$ cat src/rtl/lc3_instruction_executor_assert.svh
// ----------------------------------------------------------------------------
// LC-3 executor assertion macros
// Implication checks on the core's own control signals; empty when
// ASSERT_OFF is defined.
// ----------------------------------------------------------------------------
`ifndef LC3_INSTRUCTION_EXECUTOR_ASSERT_SVH
`define LC3_INSTRUCTION_EXECUTOR_ASSERT_SVH
`ifndef ASSERT_OFF
`define LC3_ASSERT_SAME(label, clk, rst_n, ante, cons) \
    label: assert property (@(posedge clk) disable iff (!rst_n) (ante) |-> (cons)) \
        else $error("LC-3 executor check failed (same cycle)");
`define LC3_ASSERT_NEXT(label, clk, rst_n, ante, cons) \
    label: assert property (@(posedge clk) disable iff (!rst_n) (ante) |=> (cons)) \
        else $error("LC-3 executor check failed (next cycle)");
`else
`define LC3_ASSERT_SAME(label, clk, rst_n, ante, cons)
`define LC3_ASSERT_NEXT(label, clk, rst_n, ante, cons)
`endif
`endif

$ cat src/rtl/lc3ie_pkg.sv
// ----------------------------------------------------------------------------
// lc3ie_pkg
// Shared constants, codes and controller/datapath interface types.
// ----------------------------------------------------------------------------
`default_nettype none

package lc3ie_pkg;

    localparam int ADDR_BITS_DEF  = 16;
    localparam int MAX_STRING_DEF = 64;
    localparam logic [15:0] ORIGIN_RESET = 16'h3000;

    // Command codes carried in the input tuser.
    localparam logic [1:0] CMD_LOAD = 2'd0;
    localparam logic [1:0] CMD_STEP = 2'd1;
    localparam logic [1:0] CMD_JUMP = 2'd2;
    localparam logic [1:0] CMD_READ = 2'd3;

    // Result kinds carried in the output tuser.
    localparam logic [2:0] KIND_EXEC   = 3'd0;
    localparam logic [2:0] KIND_HALTED = 3'd1;
    localparam logic [2:0] KIND_LOAD   = 3'd2;
    localparam logic [2:0] KIND_JUMP   = 3'd3;
    localparam logic [2:0] KIND_READ   = 3'd4;
    localparam logic [2:0] KIND_CHAR   = 3'd5;

    // Opcodes.
    localparam logic [3:0] OPC_BR   = 4'd0;
    localparam logic [3:0] OPC_ADD  = 4'd1;
    localparam logic [3:0] OPC_LD   = 4'd2;
    localparam logic [3:0] OPC_ST   = 4'd3;
    localparam logic [3:0] OPC_JSR  = 4'd4;
    localparam logic [3:0] OPC_AND  = 4'd5;
    localparam logic [3:0] OPC_LDR  = 4'd6;
    localparam logic [3:0] OPC_STR  = 4'd7;
    localparam logic [3:0] OPC_NOT  = 4'd9;
    localparam logic [3:0] OPC_LDI  = 4'd10;
    localparam logic [3:0] OPC_STI  = 4'd11;
    localparam logic [3:0] OPC_JMP  = 4'd12;
    localparam logic [3:0] OPC_LEA  = 4'd14;
    localparam logic [3:0] OPC_TRAP = 4'd15;

    // Trap vectors.
    localparam logic [7:0] TRAP_GETC = 8'h20;
    localparam logic [7:0] TRAP_OUT  = 8'h21;
    localparam logic [7:0] TRAP_PUTS = 8'h22;
    localparam logic [7:0] TRAP_IN   = 8'h23;

    // Condition codes.
    localparam logic [2:0] CC_N = 3'd4;
    localparam logic [2:0] CC_Z = 3'd2;
    localparam logic [2:0] CC_P = 3'd1;

    typedef enum logic [3:0] {
        OP_IDLE,
        OP_CLEAR,
        OP_LATCH,
        OP_LOAD,
        OP_JUMP,
        OP_READ,
        OP_FETCH,
        OP_DECODE_IR,
        OP_EXEC,
        OP_LOAD_WB,
        OP_INDIRECT,
        OP_STR_RD,
        OP_EMIT_OUT,
        OP_EMIT_STR,
        OP_EMIT_RESULT
    } t_dp_op;

    typedef struct packed {
        t_dp_op     op;
        logic [2:0] kind;
    } t_dp_cmd;

    typedef struct packed {
        logic [1:0] cmd;
        logic       run;
        logic [3:0] opcode;
        logic       trap_out;
        logic       trap_puts;
        logic       clr_done;
        logic       str_end;
        logic       str_full;
        logic       slot_free;
    } t_dp_stat;

    typedef enum logic [3:0] {
        S_CLEAR,
        S_IDLE,
        S_DISPATCH,
        S_DECODE,
        S_EXEC,
        S_LOAD_WB,
        S_INDIRECT,
        S_OUT,
        S_STR_RD,
        S_STR_CHK,
        S_RESULT
    } t_ctrl_state;

endpackage

`default_nettype wire

$ cat src/rtl/lc3ie_ctrl.sv
// ----------------------------------------------------------------------------
// lc3ie_ctrl
// Sequencer: memory clear, command dispatch and the instruction phases.
// ----------------------------------------------------------------------------
`default_nettype none

module lc3ie_ctrl (
    input  wire logic                i_clk,
    input  wire logic                i_rst_n,
    input  wire logic                i_s_tvalid,
    output logic                     o_s_tready,
    input  wire lc3ie_pkg::t_dp_stat i_stat,
    output lc3ie_pkg::t_dp_cmd       o_cmd
);
    import lc3ie_pkg::*;

    t_ctrl_state r_state, n_state;
    logic [2:0]  r_kind, n_kind;

    always_ff @(posedge i_clk) begin
        if (!i_rst_n) begin
            r_state <= S_CLEAR;
            r_kind  <= KIND_EXEC;
        end else begin
            r_state <= n_state;
            r_kind  <= n_kind;
        end
    end

    always_comb begin
        n_state    = r_state;
        n_kind     = r_kind;
        o_s_tready = 1'b0;
        o_cmd.op   = OP_IDLE;
        o_cmd.kind = r_kind;
        case (r_state)
            S_CLEAR: begin
                o_cmd.op = OP_CLEAR;
                if (i_stat.clr_done) begin
                    n_state = S_IDLE;
                end
            end
            S_IDLE: begin
                o_s_tready = 1'b1;
                if (i_s_tvalid) begin
                    o_cmd.op = OP_LATCH;
                    n_state  = S_DISPATCH;
                end
            end
            S_DISPATCH: begin
                n_state = S_RESULT;
                case (i_stat.cmd)
                    CMD_LOAD: begin
                        o_cmd.op = OP_LOAD;
                        n_kind   = KIND_LOAD;
                    end
                    CMD_JUMP: begin
                        o_cmd.op = OP_JUMP;
                        n_kind   = KIND_JUMP;
                    end
                    CMD_READ: begin
                        o_cmd.op = OP_READ;
                        n_kind   = KIND_READ;
                    end
                    default: begin
                        if (i_stat.run) begin
                            o_cmd.op = OP_FETCH;
                            n_kind   = KIND_EXEC;
                            n_state  = S_DECODE;
                        end else begin
                            n_kind = KIND_HALTED;
                        end
                    end
                endcase
            end
            S_DECODE: begin
                o_cmd.op = OP_DECODE_IR;
                n_state  = S_EXEC;
            end
            S_EXEC: begin
                o_cmd.op = OP_EXEC;
                n_state  = S_RESULT;
                case (i_stat.opcode)
                    OPC_LD, OPC_LDR: n_state = S_LOAD_WB;
                    OPC_LDI, OPC_STI: n_state = S_INDIRECT;
                    OPC_TRAP: begin
                        if (i_stat.trap_out) begin
                            n_state = S_OUT;
                        end else if (i_stat.trap_puts) begin
                            n_state = S_STR_RD;
                        end
                    end
                    default: n_state = S_RESULT;
                endcase
            end
            S_LOAD_WB: begin
                o_cmd.op = OP_LOAD_WB;
                n_state  = S_RESULT;
            end
            S_INDIRECT: begin
                o_cmd.op = OP_INDIRECT;
                n_state  = (i_stat.opcode == OPC_LDI) ? S_LOAD_WB : S_RESULT;
            end
            S_OUT: begin
                if (i_stat.slot_free) begin
                    o_cmd.op = OP_EMIT_OUT;
                    n_state  = S_RESULT;
                end
            end
            S_STR_RD: begin
                if (i_stat.str_full) begin
                    n_state = S_RESULT;
                end else begin
                    o_cmd.op = OP_STR_RD;
                    n_state  = S_STR_CHK;
                end
            end
            S_STR_CHK: begin
                if (i_stat.str_end) begin
                    n_state = S_RESULT;
                end else if (i_stat.slot_free) begin
                    o_cmd.op = OP_EMIT_STR;
                    n_state  = S_STR_RD;
                end
            end
            S_RESULT: begin
                if (i_stat.slot_free) begin
                    o_cmd.op = OP_EMIT_RESULT;
                    n_state  = S_IDLE;
                end
            end
            default: n_state = S_IDLE;
        endcase
    end

endmodule

`default_nettype wire

$ cat config.mk
export PLATFORM = sky130hd
export DESIGN_NAME = lc3ie_ctrl
export DESIGN_NICKNAME = d
export VERILOG_FILES = /design/src/rtl/lc3_instruction_executor_assert.svh /design/src/rtl/lc3ie_pkg.sv /design/src/rtl/lc3ie_ctrl.sv
export SDC_FILE = /design/constraint.sdc
export NUM_CORES = 1
export LEC_CHECK = 0
export ABC_AREA = 1
export BUFFER_PORTS_ARGS = -buffer_cell sky130_fd_sc_hd__buf_2
export CORE_AREA = 4 4 63 65
export CTS_CLUSTER_DIAMETER = 120
export DETAILED_ROUTE_END_ITERATION = 10
export DIE_AREA = 0 0 67 69
export GPL_TIMING_DRIVEN = 0
export PLACE_DENSITY = 0.53
export SETUP_SLACK_MARGIN = 0.5
export SYNTH_ARGS = -nofsm -noshare
export SYNTH_HDL_FRONTEND = slang
export SYNTH_SLANG_ARGS = --single-unit
$ cat constraint.sdc
create_clock -name i_clk -period 1.9 [get_ports i_clk]
set_clock_uncertainty 0.1 [all_clocks]
set_input_delay 0.285 -clock i_clk [delete_from_list [all_inputs] [get_ports i_clk]]
set_output_delay 0.285 -clock i_clk [all_outputs]
set_load 0.02 [all_outputs]
After elaboration in Yosys (flattened, before gate mapping)
Cells that the tools add are included.

operators by class
  equal/unequal tests = 22
  mux-type cells = 26
  reduce and logical (&&, ||, !) cells = 6

operators by type and width
  kind                                            count
  case mux 4 bit (11 select lines)                2
  two-way mux 4 bit                               15
  == test 4 bit (second input constant)           6
  == test 4 x 3 -> 1 bit (second input constant)  5
  case mux 3 bit (3 select lines)                 2
  == test 4 x 2 -> 1 bit (second input constant)  3
  case mux 4 bit (3 select lines)                 1
  inequality test 2 bit (second input constant)   4
  two-way mux 2 bit                               3
  AND reduction 5 bit                             1
  == test 2 bit (second input constant)           2
  == test 4 x 1 -> 1 bit (second input constant)  1
  zero test 4 bit                                 1
  OR reduction 2 bit                              2
  two-way mux 3 bit                               1
  inequality test 3 bit (second input constant)   1
  OR reduction 3 bit                              1
  zero test 2 bit                                 1
  two-way mux 1 bit                               2

storage, ports and cells
  bits in registers = 7
  input port bits = 16
  output and inout port bits = 8
  logic and storage cells = 56

Depth between registers and ports, before layout
Gate-level depths: netlist of the first run.

  depth after elaboration = 4
  mapped depth = 10
  mapped depth without buffers = 10

Worst setup path before layout of the first run
Ideal clock, no wire load.

  path kind = reg2out
  start point = register r_state[1]
  end point = output o_cmd[5] (netlist bit)
  arrival = 1.583 ns
  data required time = 1.515 ns
  setup slack = -0.068 ns
  cell stages (with the launch flop) = 5
  path buffers = 0
  cell sequence = dfxtp_1 > nand2_2 > inv_2 > nand2_1 > o311ai_0

RTL lines
  element                 RTL line          text
  from (decl)             lc3ie_ctrl.sv:17  t_ctrl_state r_state, n_state;
  from (signal assigned)  lc3ie_ctrl.sv:25  r_state <= n_state;
  to (decl)               lc3ie_ctrl.sv:13  output lc3ie_pkg::t_dp_cmd o_cmd

==> reports/summary.txt, run 1 <==
Status -> complete, no violations
CP startpoint -> r_state[3]
Most frequent cells in the layout -> nand2_1 (40), buf_2 (20), inv_1 (18)
Worst-Skew Late Latency -> 0.25 ns
Min Tclk post-route -> 1.802 ns
Filler cells -> 377
Maximum VDD drop -> 0.4734 mV
Clock Sinks -> 7
RSZ-0062 raised after global routing -> true
Tcrit/Tclk final -> 94.85%
Clock Tree Root -> clkbuf_4
Critical path class -> flip-flop to output port
Post-synth top area share -> 22.12%
Area of the multi-input gates -> 737.0 sq um
Gr usage total -> 11.98%
Sequential cell area -> 155.1 sq um
Max-Slew Margin vs Limit -> 82.78%
Depth of the CTS H-tree -> 1
CTS clk-pin slew, worst paths -> 0.06 ns
Core box area -> 3337 sq um
# setup viols final -> 0
Routed wire per std cell -> 11.00 um
Detailed-placement wirelength estimate -> 1943 um
Yosys warning total -> 0
Final Max Slew Viols -> 0
Total CTS buffers -> 3
Worst hold path class -> primary input to flip-flop
Setup tns final -> 0 ns
Max Clk Rate -> 554.9 MHz
Drt pass-1 iters -> 4
Worst r2r path cells -> 8
Place WS -> 0.1956 ns
Max incr delay on CP -> 0.42 ns
Netlist cell types -> 21
Die extent in x -> 67 um
Post-synthesis cell area -> 814.5 sq um
Post-synthesis register bit count -> 7
CTS tree -> done
WL final -> 2574 um
Buffers on Ports -> 23
Max-cap viol count -> 0
CP Launch Type -> flip-flop
Gr ovfl total -> 0
Area delta synth->final -> 62.06%
Avg Vias per Cell -> 4.393
Antenna Cells -> 0
DR iter-0 viols -> 52
Yosys top cell by area -> nand2_1
Final hold vios -> 0
Reg2reg end -> r_state[1]
Initial antenna violation count -> 0
Post-synthesis sequential area ratio -> 17.20%
Total Die Area -> 4623 sq um
IO Pins -> 24
Largest net degree at the start of global routing -> 8
Commonest non-fill, non-tap cell in the layout -> nand2_1
Final Util -> 39.56%
Clock Path Buffers -> 2
Reg2Reg Setup Slack -> 0.41 ns
DIE HEIGHT -> 69 um
# DRC -> 0
Pwr dens -> 1193 nW/um^2
Critical Path End Type -> output port
End of the critical path -> o_cmd[3]
Mapped Nets -> 170
Reg-to-Reg Start -> r_state[0]
First-pass GRT wire length -> 4416 um
Cells after Synth -> 149
Slew at the pin with the worst max-slew slack -> 0.2556 ns
Power, Total -> 1.574 mW
LEAKAGE -> 0.6825 nW
CP max FO -> 5
Final ANT Viol Nets -> 0
WP data arrival -> 1.42 ns
Routed vias -> 1,028
Worst Setup Slack, final -> 0.09790 ns
Layout cell share with drive strength beyond 1 -> 44.15%
# hold bufs at CTS -> 0
Synth Area per Inst -> 5.467 sq um
Crit-path cells -> inv_6, nor2_4, nand3b_1, buf_4, o2111ai_2, buf_6
Crit path max-delay cell type -> dfxtp_4
Fin nets -> 210
Critical Path RT -> 1.51 ns
Initial core utilization -> 24.41%
Via count of the first global-routing pass -> 1,034
Row count -> 21
Placer Congestion -> 0.7872
Area contributors post-synth -> nand2_1 (22%), dfxtp_1 (17%), inv_1 (9.7%)
worst min-delay path by stage:
stage / startpoint / end / slack, ns / cells after the start
floorplan: i_rst_n / r_state[2] / 0.28 / 2
global placement: r_kind[0] / r_kind[0] / 0.36 / 2
detailed placement: r_kind[0] / r_kind[0] / 0.37 / 2
CTS: i_rst_n / r_state[2] / 0.18 / 3
global route: i_rst_n / r_state[2] / 0.17 / 3
finish: i_rst_n / r_state[2] / 0.18 / 3
cell type report:
type,instances,share of cell area (%)
Clock buffer,4,1.991
Inverter,27,8.815
Multi-Input combinational cell,115,55.83
Sequential cell,7,11.75
Tap cell,46,4.360
Timing Repair Buffer,35,17.25
critical path, delay by kind of cell (launching register included):
kind	cells	cell delay (ns)
compound gates	1	0.08
buf+inv	3	0.38
simple gates	2	0.29
flops	1	0.42
per-layer routing:
| metal | wire [um] | global-route usage [%] | vias to the layer above | share of wire, % |
|---|---|---|---|---|
| li1 | - | - | 551 | - |
| met5 | 0 | 0 | - | 0 |
| met3 | 84 | 2.273 | 6 | 3.3 |
| met1 | 1201 | 16.10 | 447 | 47 |
| met4 | 57 | 4.279 | 0 | 2.2 |
| met2 | 1231 | 18.67 | 24 | 48 |
where the power goes:
group          switching, mW  internal [mW]  leakage (nW)  total (mW)
sequential             0.107          0.208        0.0599       0.315
clock                 0.0549         0.0802        0.0150       0.135
combinational          0.651          0.473         0.608        1.12
total                  0.813          0.761         0.682        1.57
registers in the layout (all words and copies together), names as in the netlist:
signal	count
r_state	4
r_kind	3
Yosys cell counts:
cell,instances
clkinv_1,1
nor3_1,2
nand4_1,3
nor2_2,4
nand2_1,48
o2111ai_1,1
nor2_1,21
a31oi_1,2
o311ai_0,1
a211oi_1,1
a21oi_2,1
inv_2,5
nand3b_1,3
a21oi_1,3
nand3_1,13
ha_1,5
nand2_2,1
inv_1,21
dfxtp_1,7
nor2_4,2
o21ai_0,4
per-stage QoR:
stage	hold slack, ns	cells	instance area (sq um)
after floorplan	0.2820	149	874.6
after global placement	0.3646	218	1047
after detailed placement	0.3693	218	1047
after CTS	0.1793	234	1255
after global routing	0.1723	234	1320
final	0.1787	234	1320
cells by family (layout without fill, tap and decap cells):
logic type / count (synthesis) / count (layout) / share of synthesized area (%)
adder cells (fa/ha/maj): 5 / 5 / 7.680
AO/OA/AOI/OAI: 13 / 13 / 9.985
flip-flops: 7 / 7 / 17.20
buffers and inverters: 27 / 66 / 12.44
AND/OR/NAND/NOR: 97 / 97 / 52.69
repair_timing:
| action | CTS | global route |
|---|---|---|
| setup endpoints to repair | 8 | 9 |
| resized for setup | 28 | 16 |
| buffers inserted | 12 | 0 |
| pin swaps | 7 | 2 |
(Power assumes the default switching activity.)
==> inputs of run 2 (changes only) <==
==> constraint.sdc (replaced) <==
create_clock -name i_clk -period 1.76 [get_ports i_clk]
set_clock_uncertainty 0.1 [all_clocks]
set_input_delay 0.264 -clock i_clk [delete_from_list [all_inputs] [get_ports i_clk]]
set_output_delay 0.264 -clock i_clk [all_outputs]
set_load 0.02 [all_outputs]
==> run 2 against run 1 <==
  * Clock power rose by 6%
  * Utilization up 2.0 points
  * Highest routed layer unchanged
  * Global-route usage decreased by 0.13 points
  * Final area grew 5.1%
  * Sequential share of layout area fell by 0.57 points
  * The flow now finishes with violations (negative setup slack)
  * Largest power group unchanged
  * Critical path type unchanged
  * Setup slack got worse by 0.11 ns
  * Non-clock buffer count rose by 2
  * Largest cell class unchanged
==> reports/summary.txt, run 2 (same netlist as run 1, synthesis figures left out) <==
Status -> finished, violations left (was complete, no violations)
Failing checks -> negative setup slack
Max-Slew Margin vs Limit -> 77.30% (was 82.78%)
Top reg by flops -> r_state (unchanged)
Largest net degree at the start of global routing -> 8 (unchanged)
Placer Congestion -> 0.8117 (was 0.7872)
WL final -> 2674 um (was 2574 um)
Final hold vios -> 0 (unchanged)
DP Cell Count -> 218 (unchanged)
Area delta synth->final -> 70.35% (was 62.06%)
Detailed-placement wirelength estimate -> 1955 um (was 1943 um)
Critical Path End Type -> output port (unchanged)
Most frequent cells in the layout -> nand2_1 (37), buf_2 (19), inv_1 (18) (was nand2_1 (40), buf_2 (20), inv_1 (18))
# setup viols final -> 3 (was 0)
Routed wire per std cell -> 11.33 um (was 11.00 um)
DIE HEIGHT -> 69 um (unchanged)
Non-Filler Cell Area, Final -> 1388 sq um (was 1320 sq um)
Gr ovfl total -> 0 (unchanged)
DR iter-0 viols -> 28 (was 52)
Final Max Slew Viols -> 0 (unchanged)
Initial antenna violation count -> 0 (unchanged)
Layout cell share with drive strength beyond 1 -> 50.53% (was 44.15%)
CTS clk-pin slew, worst paths -> 0.05 ns (was 0.06 ns)
CTS tree -> done (unchanged)
Avg Vias per Cell -> 4.458 (was 4.393)
Die extent in x -> 67 um (unchanged)
Maximum VDD drop -> 0.6270 mV (was 0.4734 mV)
Final ANT Viol Nets -> 0 (unchanged)
Gr usage total -> 11.84% (was 11.98%)
Clock Path Buffers -> 2 (unchanged)
Max-cap viol count -> 0 (unchanged)
Tcrit/Tclk final -> 100.9%
Clock Tree Root -> clkbuf_4 (unchanged)
# DRC -> 0 (unchanged)
Clock Sinks -> 7 (unchanged)
Initial core utilization -> 24.41% (unchanged)
Worst Setup Slack, final -> -0.01511 ns (was 0.09790 ns)
Routed vias -> 1,052 (was 1,028)
CP max FO -> 4 (was 5)
Pwr dens -> 1305 nW/um^2 (was 1193 nW/um^2)
Reg2Reg Setup Slack -> 0.12 ns (was 0.41 ns)
Dpl cell area -> 1052 sq um (was 1047 sq um)
Worst-Skew Late Latency -> 0.25 ns (about the same)
Slew at the pin with the worst max-slew slack -> 0.3369 ns (was 0.2556 ns)
Critical Path RT -> 1.40 ns (was 1.51 ns)
Worst hold path class -> primary input to flip-flop (unchanged)
# hold bufs at CTS -> 0 (unchanged)
Total CTS buffers -> 3 (unchanged)
Critical path class -> flip-flop to output port (unchanged)
Via count of the first global-routing pass -> 1,064 (was 1,034)
Core box area -> 3337 sq um (unchanged)
Total Die Area -> 4623 sq um (unchanged)
Commonest non-fill, non-tap cell in the layout -> nand2_1 (unchanged)
Depth of the CTS H-tree -> 1 (unchanged)
WP data arrival -> 1.41 ns (was 1.42 ns)
Min Tclk post-route -> 1.775 ns
End of the critical path -> o_cmd[3] (unchanged)
Fin nets -> 212 (was 210)
Reg-to-Reg Start -> r_state[3] (was r_state[0])
Antenna Cells -> 0 (unchanged)
Post-Layout Cell Count -> 236 (was 234)
Max Clk Rate -> 563.3 MHz
CP startpoint -> r_state[0] (was r_state[3])
Row count -> 21 (unchanged)
IO Pins -> 24 (unchanged)
LEAKAGE -> 0.7064 nW (was 0.6825 nW)
Reg2reg end -> r_state[0] (was r_state[1])
Buffers on Ports -> 23 (unchanged)
Max FFs per register -> 4 (unchanged)
CP Launch Type -> flip-flop (unchanged)
Worst r2r path cells -> 12 (was 8)
Largest regs -> r_state x4, r_kind x3 (unchanged)
First-pass GRT wire length -> 4422 um (was 4416 um)
RSZ-0062 raised after global routing -> true (unchanged)
Drt pass-1 iters -> 4 (unchanged)
Hold WS -> 0.1405 ns (was 0.1787 ns)
Power, Total -> 1.811 mW (was 1.574 mW)
==> run 2: cell count changes in the layout (fill, tap and decap cells not counted), sizes merged <==
cell and delta:
buf +2
==> run 2: worst min-delay path by stage <==
stage,from,end,slack (ns),depth (start not counted)
after floorplan,i_rst_n,r_state[2],0.26,2
after global placement,r_kind[0],r_kind[0],0.36,2
after detailed placement,r_kind[0],r_kind[0],0.37,2
after CTS,i_rst_n,r_state[2],0.14,3
after global routing,i_rst_n,r_state[2],0.16,3
final,i_rst_n,r_state[2],0.14,3
==> run 2: timing repair <==
item | in CTS | in global routing
pin swaps | 15 | 7
cloned | 0 | 0
setup buffers | 13 | 1
gates resized for setup | 46 | 11
setup endpoints to repair | 9 | 10
==> run 2: worst max-delay path, cell delays in order, from the launching register on <==
cell and delay [ns]:
dfxtp_4 0.37, buf_4 0.15, nand2_4 0.08, nor2_4 0.05, inv_2 0.05, nand2_2 0.05, a21oi_2 0.13, o2111ai_2 0.11
buf_4 0.17
==> run 2: layout make-up <==
| type | count | area, sq um |
|---|---|---|
| Sequential cell | 7 | 155.1 |
| Tap cell | 46 | 57.56 |
| Clock buffer | 4 | 26.28 |
| Multi-Input combinational cell | 115 | 779.5 |
| Fill cell | 372 | 1949 |
| Inverter | 27 | 112.6 |
| Timing Repair Buffer | 37 | 256.5 |
==> run 2: through the flow <==
stage | util (%) | TNS, ns | setup slack [ns]
final | 41.58 | -0.02847 | -0.01511
after global routing | 41.58 | -0.3286 | -0.09290
after CTS | 40.04 | -0.02600 | -0.01801
after detailed placement | 31.53 | 0 | 0.1060
after global placement | 31.53 | 0 | 0.1033
after floorplan | - | 0 | 0.3868
==> run 2: metal layers <==
metal / GRT usage (%) / part of all wire (%) / vias up / wire length (um)
met4: 4.279 / 0.71 / 0 / 19
met2: 20.52 / 52 / 17 / 1388
li1: - / - / 555 / -
met3: 2.273 / 2.9 / 4 / 77
met5: 0 / 0 / - / 0
met1: 14.04 / 44 / 476 / 1189
==> run 2: power by group <==
part | switching (mW) | internal [mW]
Combinational | 0.778 | 0.573
Clock | 0.0568 | 0.0863
Sequential | 0.0925 | 0.224
Total | 0.927 | 0.884
